===== src/rtl/tcbe_pkg.sv =====
// tcbe_pkg: shared types and constants for the tlsf class bitmap engine
// used by tcbe_class_map, tcbe_fit_search and tlsf_class_bitmap_engine
// no dependencies
package tcbe_pkg;

    // field widths fixed by the item format
    localparam int SIZE_W     = 24;
    localparam int N_W        = 25;
    localparam int FL_W       = 5;
    localparam int SL_W       = 3;
    localparam int CLS_W      = FL_W + SL_W;
    localparam int TOTAL_W    = 32;
    localparam int SL_CLASSES = 8;

    typedef enum logic [1:0] {
        OP_INSERT = 2'd0,
        OP_REMOVE = 2'd1,
        OP_SEARCH = 2'd2,
        OP_NOP    = 2'd3
    } t_op;

    typedef enum logic [1:0] {
        ERR_NONE     = 2'd0,
        ERR_EMPTY    = 2'd1,
        ERR_OVERFLOW = 2'd2
    } t_err;

    // size to class mapping
    typedef struct packed {
        logic [FL_W-1:0] fl;
        logic [SL_W-1:0] sl;
        logic [FL_W-1:0] top;
    } t_cls_map;

    // result of the fit search
    typedef struct packed {
        logic             found;
        logic [CLS_W-1:0] cls;
    } t_fit_res;

endpackage


===== src/rtl/tcbe_fit_search.sv =====
// tcbe_fit_search: lowest occupied class at or above a start class
// depends on tcbe_pkg
module tcbe_fit_search #(
    parameter int NCLS = 176,
    parameter int IDXW = 8
) (
    input  logic [NCLS-1:0]            i_occ,
    input  logic [tcbe_pkg::CLS_W-1:0] i_start,
    output tcbe_pkg::t_fit_res         o_res
);

    localparam int CW = tcbe_pkg::CLS_W;

    logic [NCLS-1:0] masked;
    logic [IDXW-1:0] idx;

    // keep only occupied classes at or above the start class
    always_comb begin
        for (int k = 0; k < NCLS; k++) begin
            masked[k] = i_occ[k] && (CW'(k) >= i_start);
        end
    end

    // priority encode the lowest one
    always_comb begin
        idx = '0;
        for (int k = NCLS - 1; k >= 0; k--) begin
            if (masked[k]) begin
                idx = IDXW'(k);
            end
        end
        o_res.found = |masked;
        o_res.cls   = CW'(idx);
    end

endmodule


===== config.mk =====
export PLATFORM = sky130hd
export DESIGN_NAME = tcbe_fit_search
export DESIGN_NICKNAME = d
export VERILOG_FILES = /design/src/rtl/tcbe_pkg.sv /design/src/rtl/tcbe_fit_search.sv
export SDC_FILE = /design/constraint.sdc
export NUM_CORES = 1
export LEC_CHECK = 0
export BUFFER_PORTS_ARGS = -buffer_cell sky130_fd_sc_hd__buf_2
export CORE_MARGIN = 3
export CORE_UTILIZATION = 35
export DETAILED_ROUTE_END_ITERATION = 7
export MAX_ROUTING_LAYER = met4
export PLACE_DENSITY_LB_ADDON = 0.08
export SKIP_LAST_GASP = 1
export SLEW_MARGIN = 30
export SYNTH_ARGS = -nofsm -noshare
export SYNTH_HDL_FRONTEND = slang
export SYNTH_SLANG_ARGS = --single-unit

===== constraint.sdc =====
create_clock -name vclk -period 2.65
set_input_delay 0 -clock vclk [all_inputs]
set_output_delay 0 -clock vclk [all_outputs]
set_load 0.02 [all_outputs]

==> summary.md <==
| Metric | Value |
|---|---|
| Status | `finished with violations` |
| Failing checks | `setup timing` |
| Crit path kind | `in -> out` |
| # Max-Cap Violations | `0` |
| Combinational Power Share | `1.000` |
| Clk_buf instances | `0` |
| Global-route wire length before repair | `~56000 microns` |
| Std cell rows | `45` |
| Netlist cell types | `86` |
| Largest net degree at the start of global routing | `23` |
| Top post-synthesis cells by count | `o21ai_0, a21oi_1, nand2_1` |
| HP Class | `in -> out` |
| Startpoint types | `primary input` |
| Fin crit share | `1.038` |
| Peak VDD IR | `roughly 0.12 mV` |
| Mean Syn Cell Area | `5.955 sq um` |
| DR vias | `10627` |
| Pwr per Cell Area | `206.1 nW/um^2` |
| Die height | `about 130 microns` |
| Chip width | `131.9 microns` |
| Hold Violations, Final | `0` |
| Slew headroom | `0.6468` |
| Placed Cells incl. Taps | `1630` |
| Final WL | `approximately 39000 microns` |
| Post-DRT Antenna Nets | `0` |
| CP max FO | `10` |
| Cells after Synth | `931` |
| Syn_nets | `1115` |
| Fmax | `approximately 360 MHz` |
| DP Area | `9209 sq um` |
| Vias per cell | `roughly 6.4` |
| Sequential cell area | `0 sq um` |
| Footprint of the multi-input gates | `5903 sq um` |
| Initial antenna violation count | `1` |
| Worst-margin pin slew | `approximately 0.53 ns` |
| Layout area overhead | `87.16%` |
| Cts hold-fix bufs | `0` |
| Starting Density | `0.3607` |
| Nets | `1627` |
| Crit. End Element | `output port` |
| Share of cells above drive strength 1 | `0.5045` |
| Port Buffers | `193` |
| Synth top area cells | `o21ai_0, a21oi_1, nand2_1` |
| I/O pin count | `just under 200` |
| Final instance area | `10380 sq um` |
| Top-count cell post-synth | `o21ai_0` |
| DRC Markers | `0` |
| Leak | `~4.7 nW` |
| DR WL/cell | `23.42 microns` |
| Tmin final | `2.750 ns` |
| GR Overflow Total | `0` |
| DP HPWL | `31440 microns` |
| Core ar. | `15370 sq um` |
| Switching Fraction | `0.5376` |
| RSZ-0062 raised after global routing | `true` |
| Sequential share of power | `0` |
| Post-synth top area cell | `o21ai_0` |
| Final Worst Setup Slack | `-0.1001 ns` |
| Iteration-0 DRC Markers | `1344` |
| First-pass DRT Iterations | `7` |
| Die ar. | `17390 sq um` |
| Critical Path AT | `2.75 ns` |
| Pins Over Slew Limit | `0` |
| Post-Syn Area | `5544 sq um` |
| Crit path required time | `around 2.7 ns` |
| Seq/Total Area, Yosys | `0` |
| Flip-flop and latch count | `0` |
| Setup TNS | `-0.2659 ns` |
| Post-synth top area share | `0.1354` |
| Final core area utilization | `0.6751` |
| Gpl congestion | `1.090` |
| Synth warn | `0` |
| Clock power share | `0` |
| Post-route non-filler standard cell count | `1653` |
| Global Route Usage Sum | `0.4184` |
| Fill cell count | `1469` |
| Net Switching | `0.001150 W` |
| Final setup fails | `4` |
| Cell-internal power | `slightly below 0.001 W` |
| Vias in the first global route | `9636` |
[through the flow]
stage / hold WS [ns] / setup slack (ns) / power [W]
floorplan: 0.3146 / 0.008236 / 0.0007860
global placement: 0.5560 / -0.7203 / 0.001801
detailed placement: 0.5419 / -0.6698 / 0.001795
CTS: 0.5564 / -0.06504 / 0.001937
global route: 0.5797 / -0.1419 / 0.002237
finish: 0.5466 / -0.1001 / 0.002139
[critical path, stage by stage]
cell and delay [ns]:
buf_8 0.13, buf_4 0.15, buf_4 0.15, or4_4 0.52, nor3b_4 0.28, nor3b_4 0.09, and3_1 0.19, o31ai_2 0.20
o211ai_1 0.24, a211oi_2 0.29, nor4_2 0.08, buf_4 0.14, o21ai_2 0.14, buf_6 0.14
[metal layers]
layer | global-route usage | share of wire | up-vias | routed length (microns)
li1 | - | - | 4734 | -
met1 | 0.5550 | 0.40 | 4958 | 15400
met2 | 0.6352 | 0.42 | 799 | 16450
met3 | 0.07634 | 0.12 | 136 | 4764
met4 | 0.1529 | 0.054 | 0 | 2108
met5 | - | 0 | - | 0
[cells by family (layout without fill, tap and decap cells)]
| family | Yosys count | in the layout | synth area share |
|---|---|---|---|
| compound gates | 511 | 511 | 0.6024 |
| other cells | 0 | 1 | 0 |
| buf+inv | 93 | 603 | 0.08598 |
| simple gates | 327 | 327 | 0.3117 |
[power by group through the flow]
stage	registers [W]	logic [W]	clock network, W
finish	0	0.00214	0.0000000000198
global route	0	0.00224	0.0000000000266
CTS	0	0.00194	0
detailed placement	0	0.00179	0
global placement	0	0.00180	0
floorplan	0	0.000786	0
[area by class of cell]
class	count	area share
multi-input cells	838	0.5689
diodes	1	0.0002412
inverters	27	0.009767
repair buffers	576	0.3956
well taps	211	0.02544
[cell usage in the layout (no fill, tap or decap), drive strengths merged, types with 18 or more instances in the layout]
| cell type | Yosys | layout |
|---|---|---|
| buf | 47 | 576 |
| o21ai | 167 | 167 |
| nand2 | 85 | 85 |
| a21oi | 85 | 85 |
| nor2 | 65 | 65 |
| nand3 | 40 | 40 |
| a22oi | 35 | 35 |
| a31oi | 28 | 28 |
| inv | 27 | 27 |
| o211ai | 24 | 24 |
| nor3 | 24 | 24 |
| o21a | 18 | 18 |
[final timing paths]
kind | start | endpoint | slack, ns | depth (start not counted)
hold / removal | i_occ[7] | o_res[0] | 0.55 | 6
setup / recovery | i_start[5] | o_res[0] | -0.10 | 14
[what timing repair did]
| item | CTS | global route |
|---|---|---|
| resized for setup | 119 | 129 |
| cloned | 0 | 0 |
| pin swaps | 28 | 41 |
| hold endpoints to repair | 0 | 0 |
| setup endpoints to repair | 9 | 9 |
| buffers inserted | 8 | 14 |
No activity file was read; power rests on OpenSTA's default activity.
