### config.mk
export PLATFORM = sky130hd
export DESIGN_NAME = tcbe_class_map
export DESIGN_NICKNAME = d
export VERILOG_FILES = /design/src/rtl/tcbe_pkg.sv /design/src/rtl/tcbe_class_map.sv
export SDC_FILE = /design/constraint.sdc
export NUM_CORES = 1
export LEC_CHECK = 0
export ABC_CLOCK_PERIOD_IN_PS = 10400
export BUFFER_PORTS_ARGS = -buffer_cell sky130_fd_sc_hd__buf_2
export CORE_ASPECT_RATIO = 0.75
export CORE_MARGIN = 2
export CORE_UTILIZATION = 61
export DETAILED_ROUTE_END_ITERATION = 8
export PLACE_DENSITY = 0.93
export SLEW_MARGIN = 40
export SYNTH_ARGS = -nofsm -noshare
export SYNTH_HDL_FRONTEND = slang
export SYNTH_SLANG_ARGS = --single-unit
### constraint.sdc
create_clock -name vclk -period 10.4
set_input_delay 2.08 -clock vclk [all_inputs]
set_output_delay 2.08 -clock vclk [all_outputs]
set_load 0.02 [all_outputs]
### src/rtl/tcbe_pkg.sv
// tcbe_pkg: shared types and constants for the tlsf class bitmap engine
// used by tcbe_class_map, tcbe_fit_search and tlsf_class_bitmap_engine
// no dependencies
package tcbe_pkg;

    // field widths fixed by the item format
    localparam int SIZE_W     = 24;
    localparam int N_W        = 25;
    localparam int FL_W       = 5;
    localparam int SL_W       = 3;
    localparam int CLS_W      = FL_W + SL_W;
    localparam int TOTAL_W    = 32;
    localparam int SL_CLASSES = 8;

    typedef enum logic [1:0] {
        OP_INSERT = 2'd0,
        OP_REMOVE = 2'd1,
        OP_SEARCH = 2'd2,
        OP_NOP    = 2'd3
    } t_op;

    typedef enum logic [1:0] {
        ERR_NONE     = 2'd0,
        ERR_EMPTY    = 2'd1,
        ERR_OVERFLOW = 2'd2
    } t_err;

    // size to class mapping
    typedef struct packed {
        logic [FL_W-1:0] fl;
        logic [SL_W-1:0] sl;
        logic [FL_W-1:0] top;
    } t_cls_map;

    // result of the fit search
    typedef struct packed {
        logic             found;
        logic [CLS_W-1:0] cls;
    } t_fit_res;

endpackage

### src/rtl/tcbe_class_map.sv
// tcbe_class_map: maps a size in words to its first/second level class
// depends on tcbe_pkg
module tcbe_class_map (
    input  logic [tcbe_pkg::N_W-1:0] i_n,
    output tcbe_pkg::t_cls_map       o_map
);

    localparam int NW = tcbe_pkg::N_W;
    localparam int FW = tcbe_pkg::FL_W;
    localparam int SW = tcbe_pkg::SL_W;

    logic [FW-1:0] top;
    logic [NW-1:0] shifted;

    // index of the highest set bit
    always_comb begin
        top = '0;
        for (int k = 0; k < NW; k++) begin
            if (i_n[k]) begin
                top = FW'(k);
            end
        end
    end

    // small sizes map straight into class zero
    always_comb begin
        shifted   = i_n >> (top - FW'(3));
        o_map.top = top;
        if (i_n < NW'(8)) begin
            o_map.fl = '0;
            o_map.sl = i_n[SW-1:0];
        end else begin
            o_map.fl = top - FW'(2);
            o_map.sl = shifted[SW-1:0];
        end
    end

endmodule

==> results of run 1 <==
-- worst paths after layout --
| kind | depth (start not counted) | to | slack, ps | from |
|---|---|---|---|---|
| hold / removal | 4 | o_map[5] | 4550 | i_n[0] |
| setup / recovery | 15 | o_map[6] | 2570 | i_n[3] |
-- layout make-up --
type / count / area share (%)
inverter: 7 / 1.638
tap: 25 / 1.950
timing repair buffer: 38 / 11.86
multi-input combinational: 159 / 84.56
-- where the power goes --
| part | total [W] | switching [W] | leakage [nW] | internal [W] |
|---|---|---|---|---|
| Sequential | 0 | 0 | 0 | 0 |
| Clock | 0 | 0 | 0 | 0 |
| Combinational | 0.0000928 | 0.0000535 | 0.630 | 0.0000393 |
-- per-stage QoR --
step / util [%] / power [W] / setup slack, ps
2_1_floorplan: - / 0.00006614 / 3071
3_3_place_gp: 70.89 / 0.00008746 / 2772
3_5_place_dp: 70.89 / 0.00009100 / 2663
4_1_cts: 70.89 / 0.00009127 / 2644
5_1_grt: 71.22 / 0.00009966 / 2230
6_report: 71.22 / 0.00009277 / 2569
-- tightest hold or removal path, cell delays in order --
cell     delay [ps]
buf_2           100
a32oi_1          60
o21ai_1          60
buf_2           160
-- per-layer routing --
layer	routed length, um	share of wire (%)	vias to the layer above	GRT usage (%)
met5	0	0	-	0
met4	65	1.4	0	6.222
met3	515	11	10	4.545
met2	2109	47	132	51.96
met1	1832	41	775	47.69
li1	-	-	755	-
-- kinds of logic after synthesis --
logic type                 Yosys count  synth area share, %
adders and majority gates            3                2.627
muxes                               23                25.04
and+or+nand+nor                     68                27.93
xor gates and xnor gates             4                4.292
AOI/OAI and AO/OA                   61                34.50
buffers and inverters               13                5.604
-- cell usage in the layout, fill, tap and decap left out, types with 6 or more instances in the layout --
master     n
mux2i_1   10
o211ai_1   7
nor2_1    19
mux4_2     7
inv_1      6
buf_2     38
nand2b_1  10
nand2_1   12
a211oi_1   9
a21oi_1   11
==> flow_summary.toml, run 1 <==
[global_routing]
grt_max_degree = 21
gr-total-overflow = 0
first_global_vias = 1453
antenna_found_initial = 0
grt_use_total_pct = 32.79
grt_pass1_wl_um = 6955

[logic_synthesis]
avgSynthCellArea_um2 = 8.307
synth_area_um2 = 1429
yosys-top-cells-count = "19 x nor2_1, 12 x nand2_1, 11 x a21oi_1"
syn_inst = 172
yosysTopAreaCell = "mux4_2"
synthTopCellsByArea = "mux4_2 11%, mux2i_1 7.0%, nor2_1 5.0%"
yosysWarnings = 0
post-synth-top-count-cell = "nor2_1"
seq_area_frac_synth_pct = 0
synthDistinctLibCells = 58
synth_top_area_share_pct = 11.03
synth_nets = 200

[worst_setup_path]
arrival_ps = 5750
end_kind = "output pin"
cp_top_family = "compound AO/OA/AOI/OAI gates"
worstPathRequired_ps = 8320
cpPeakStageDelay_ps = 720
worstSetupPathType = "in2out"
cpMaxStageDelayCell = "ha_1"
critical_path_buf_inv_count = 2
crit_fanout = 20
start_kind = "primary input"
path_cells = "buf_2, nor2_1, o31ai_1, a211oi_1, o31ai_1, a211oi_1, o311a_1, nor2_1, ha_1, xnor2_4, o41a_1, o211ai_2, a21oi_1, o32a_1, buf_2"

[floorplan]
dieArea_um2 = 2750
rows = 15
die_w_um = 59.89
io_pins = 38
core_um2 = 2252
initial_core_util_pct = 63.44
die_h_um = 45.92

[worst_hold_path]
holdCritPathClass = "in2out"

[routing]
vias_per_cell = 7.301
drt_wl_total_um = 4523
drc = 0
drtAntennaViolNets = 0
first_iter_violations = 158
wl_per_cell_um = 19.75
vias = 1672
drt-pass1-iter-count = 5

[power_and_ir_drop]
powerDensity_nw_per_um2 = 57.84
vdd_drop_max_uv = 52.55
p_leak_nw = 0.6298

[placed_design]
gp_congestion = 0.9999
dp.cells = 229
dpl-instance-area_um2 = 1597
place_hpwl_um = 3453
io_buffers = 38

[final_layout]
fin_area_um2 = 1604
finalNetCount = 234
regArea_um2 = 0
drive_above_1_share_pct = 34.31
fillers = 191
nClkBuffers = 0
nFlopsAndLatches = 0
area_growth_pct = 12.26
antenna_cells = 0
multi_input_area_um2 = 1356
fin_cells = 229

[timing]
slew_headroom_pct = 45.67
timing.fmax_mhz = 127.7
tns_ps = 0
hold_slack_ps = 4546
setup_viol = 0
layout_min_cycle_time_ps = 7831
hold_viol = 0
rsz0062_at_grt = "false"
finalMaxSlewViolations = 0
fin_crit_sh_pct = 75.30
tightest_slew_ps = 807.6

[cts]
holdBufCountCts = 0
post-cts-setup-buffers = 0
post_cts_resized = 0

[run]
drv_cap = 0

[status]
status = "completed"
Power figures use the tool's default switching activity.
==> inputs of run 2 (changes only) <==
- ABC_AREA: not set -> 1
- ABC_CLOCK_PERIOD_IN_PS: 10400 -> 6300
- CORE_UTILIZATION: 61 -> 50
- PLACE_DENSITY: 0.93 -> 0.84
- clock period: 10.4 -> 6.3 ns (I/O delays scaled with it)
==> flow_summary.toml, run 2 <==
[logic_synthesis]
yosysTopAreaCell = "nand3_1"
synthTopCellsByArea = "nand3_1 28%, nand2_1 22%, inv_1 11%"
synth_area_um2 = 1191
yosysWarnings = 0
syn_inst = 245
synth_nets = 273
seq_area_frac_synth_pct = 0
yosys-top-cells-count = "71 x nand2_1, 67 x nand3_1, 36 x inv_1"
avgSynthCellArea_um2 = 4.862
synthDistinctLibCells = 25
post-synth-top-count-cell = "nand2_1"
synth_top_area_share_pct = 28.15

[worst_setup_path]
end_kind = "output pin"
critical_path_buf_inv_count = 5
cp_top_family = "simple AND/OR/NAND/NOR gates"
start_kind = "primary input"
arrival_ps = 4380
worstPathRequired_ps = 5040
cpMaxStageDelayCell = "xor2_2"
crit_fanout = 20
worstSetupPathType = "in2out"
cpPeakStageDelay_ps = 330
cp_common_cell = "nand2_1"

[global_routing]
first_global_vias = 1253
gr-total-overflow = 0
grt_use_total_pct = 23.69
grt_pass1_wl_um = 5250
use_met2_pct = 37.61
busiest_layer = "met2"
antenna_found_initial = 0
grtUsageMet1_pct = 36.24
grt_max_degree = 25
grt_util_met3_pct = 0

[final_layout]
finalNetCount = 304
drive_above_1_share_pct = 17.52
layout_commonest_cell = "nand2_1"
antenna_cells = 0
regArea_um2 = 0
nClkBuffers = 0
area_growth_pct = 12.61
fillers = 243
nFlopsAndLatches = 0
layout_common_cells = "71 x nand2_1, 67 x nand3_1, 38 x buf_2"

[routing]
first_iter_violations = 185
wl_per_cell_um = 10.68
drt_wl_total_um = 3289
drtAntennaViolNets = 0
vias_per_cell = 5.445
vias = 1677
drc = 0
drt-pass1-iter-count = 5

[power_and_ir_drop]
seqPwrFrac_pct = 0
vdd_drop_max_uv = 45.64
total_power_w = 0.0001356
switching_share_pct = 64.78
internal-power_w = 0.00004775
power_frac_comb_pct = 100.0
p_leak_nw = 0.7665
switchingPower_w = 0.00008783
powerDensity_nw_per_um2 = 101.1
clockPowerShare_pct = 0

[placed_design]
place_hpwl_um = 2640
gp_congestion = 0.9045
io_buffers = 38

[timing]
hold_viol = 0
rsz0062_at_grt = "false"
setup_viol = 0
tightest_slew_ps = 741.0
timing.fmax_mhz = 177.2
layout_min_cycle_time_ps = 5645
finalMaxSlewViolations = 0
fin_crit_sh_pct = 89.60
slew_headroom_pct = 50.48
tns_ps = 0

[floorplan]
rows = 15
initial_core_util_pct = 52.45
io_pins = 38
dieArea_um2 = 2793
die_w_um = 60.36
core_um2 = 2271
die_h_um = 46.27

[status]
status = "completed"

[cts]
post-cts-setup-buffers = 0
post_cts_resized = 0
holdBufCountCts = 0

[worst_hold_path]
holdCritPathClass = "in2out"

[run]
drv_cap = 0
==> run 2: cell type report <==
type / count / area [um^2] / area share (%)
Multi-Input combinational cell: 197 / 958.4 / 71.46
Inverter: 38 / 142.6 / 10.63
Tap cell: 34 / 42.54 / 3.172
Timing Repair Buffer: 39 / 197.7 / 14.74
==> run 2: logic make-up after synthesis <==
group                    synth area share, %
buffers and inverters                  19.54
adder cells (fa/ha/maj)                3.152
AO/OA/AOI/OAI                          11.13
XOR/XNOR                               2.101
AND/OR/NAND/NOR                        64.08
==> run 2: tightest hold or removal path: stages <==
cell    delay (ps)
buf_2          130
nor2_1         110
buf_2          170
==> run 2: path summary, 6_finish.rpt <==
kind    start       end  depth (start not counted)  slack [ps]
min   i_n[24]  o_map[2]                          3        2930
max    i_n[2]  o_map[6]                         34         660
==> run 2: power groups by stage <==
stage	registers, W	logic [W]	clock network, W
6_report	0	0.000136	0
5_1_grt	0	0.000152	0
3_3_place_gp	0	0.000133	0
3_5_place_dp	0	0.000134	0
2_1_floorplan	0	0.000104	0
4_1_cts	0	0.000134	0
==> run 2: metal layers <==
metal	wire length, um	part of all wire, %
met3	220	6.7
met2	1432	44
met5	0	0
met4	37	1.1
met1	1598	49
==> run 2: through the flow <==
step                      util, %  setup slack [ps]  std cells  hold WS (ps)  cell area, um^2
final                       59.06             655.5        308          2927             1341
after global routing        59.06             286.1        308          2957             1341
after CTS                   59.06             656.8        308          2927             1341
after detailed placement    59.06             667.5        308          2923             1341
after global placement      59.06             704.6        308          2926             1341
after floorplan                 -              1156        245          2639             1191
==> inputs of run 3 (changes only) <==
- MAX_ROUTING_LAYER: not set -> met4
==> flow_summary.toml, run 3 (synthesized netlist as in run 2, its figures left out) <==
[final_layout]
fin_cells = 308
layout_common_cells = "71 x nand2_1, 67 x nand3_1, 38 x buf_2"
antenna_cells = 0
finalNetCount = 304
drive_above_1_share_pct = 17.52
multi_input_area_um2 = 958.4
regArea_um2 = 0
layout_commonest_cell = "nand2_1"
nFlopsAndLatches = 0
fillers = 243
area_growth_pct = 12.61
nClkBuffers = 0

[run]
drv_cap = 0

[placed_design]
io_buffers = 38
dp.cells = 308
gp_congestion = 0.9200
place_hpwl_um = 2640

[worst_hold_path]
holdPathEnd = "o_map[6]"
hp-start = "i_n[1]"
holdPathStages = 4
holdCritPathClass = "in2out"

[worst_setup_path]
cp_common_cell = "nand2_1"
critical_path_buf_inv_count = 5
crit_fanout = 20
start_kind = "primary input"
cpMaxStageDelayCell = "xor2_2"
cpPeakStageDelay_ps = 340
cp_top_family = "simple AND/OR/NAND/NOR gates"
arrival_ps = 4400
worstSetupPathType = "in2out"
worstPathRequired_ps = 5040
crit_path_start = "i_n[2]"
end_kind = "output pin"

[timing]
fin_crit_sh_pct = 89.85
hold_slack_ps = 2931
timing.fmax_mhz = 176.7
tightest_slew_ps = 754.1
rsz0062_at_grt = "false"
slew_headroom_pct = 49.61
finalMaxSlewViolations = 0
hold_viol = 0
setup_viol = 0
tns_ps = 0
layout_min_cycle_time_ps = 5661

[floorplan]
die_w_um = 60.36
dieArea_um2 = 2793
io_pins = 38
initial_core_util_pct = 52.45
core_um2 = 2271
rows = 15
die_h_um = 46.27

[global_routing]
grt_max_degree = 25
antenna_found_initial = 0
grt_use_total_pct = 24.33
first_global_vias = 1252
grt_pass1_wl_um = 5250
gr-total-overflow = 0

[power_and_ir_drop]
switchingPower_w = 0.00008859
clockPowerShare_pct = 0
power_frac_comb_pct = 100.0
p_leak_nw = 0.7665
powerDensity_nw_per_um2 = 101.7
seqPwrFrac_pct = 0
vdd_drop_max_uv = 45.79
switching_share_pct = 64.98
internal-power_w = 0.00004775

[cts]
holdBufCountCts = 0
post-cts-setup-buffers = 0
post_cts_resized = 0

[routing]
drtAntennaViolNets = 0
wl_per_cell_um = 10.84
drt-pass1-iter-count = 5
first_iter_violations = 147
vias_per_cell = 5.487
drt_wl_total_um = 3339
vias = 1690
drc = 0

[status]
status = "completed"
## run 3: cell counts in the layout (fill, tap and decap cells not counted)
Identical to the previous run, type by type.
## run 3: power by group through the flow
stage	logic [W]	clock network [W]	registers, W
finish	0.000136	0	0
global placement	0.000133	0	0
global route	0.000152	0	0
detailed placement	0.000134	0	0
CTS	0.000134	0	0
floorplan	0.000104	0	0
## run 3: final cells by class
type	instances	share of cell area, %
inverters	38	10.63
well taps	34	3.172
multi-input cells	197	71.46
repair buffers	39	14.74
## run 3: worst max path at each step
stage,cells past startpoint,slack (ps),to
after floorplan,35,1160,o_map[5]
after global placement,34,700,o_map[6]
after detailed placement,34,670,o_map[6]
after CTS,34,660,o_map[6]
after global routing,34,290,o_map[6]
final,34,640,o_map[6]
## run 3: routing by layer
layer  routed length (um)  GRT usage, %  part of all wire [%]
met3                  268             0                   8.0
met5                    0             -                     0
met2                 1446         37.83                    43
met1                 1587         35.91                    48
met4                   37         4.000                   1.1
## run 3: metrics by stage
stage          utilization [%]  total power, W  instance area (um^2)  setup slack (ps)
3_5_place_dp             59.06       0.0001340                  1341             667.5
4_1_cts                  59.06       0.0001344                  1341             656.8
6_report                 59.06       0.0001363                  1341             639.3
5_1_grt                  59.06       0.0001524                  1341             286.1
3_3_place_gp             59.06       0.0001325                  1341             704.6
2_1_floorplan                -       0.0001039                  1191              1156
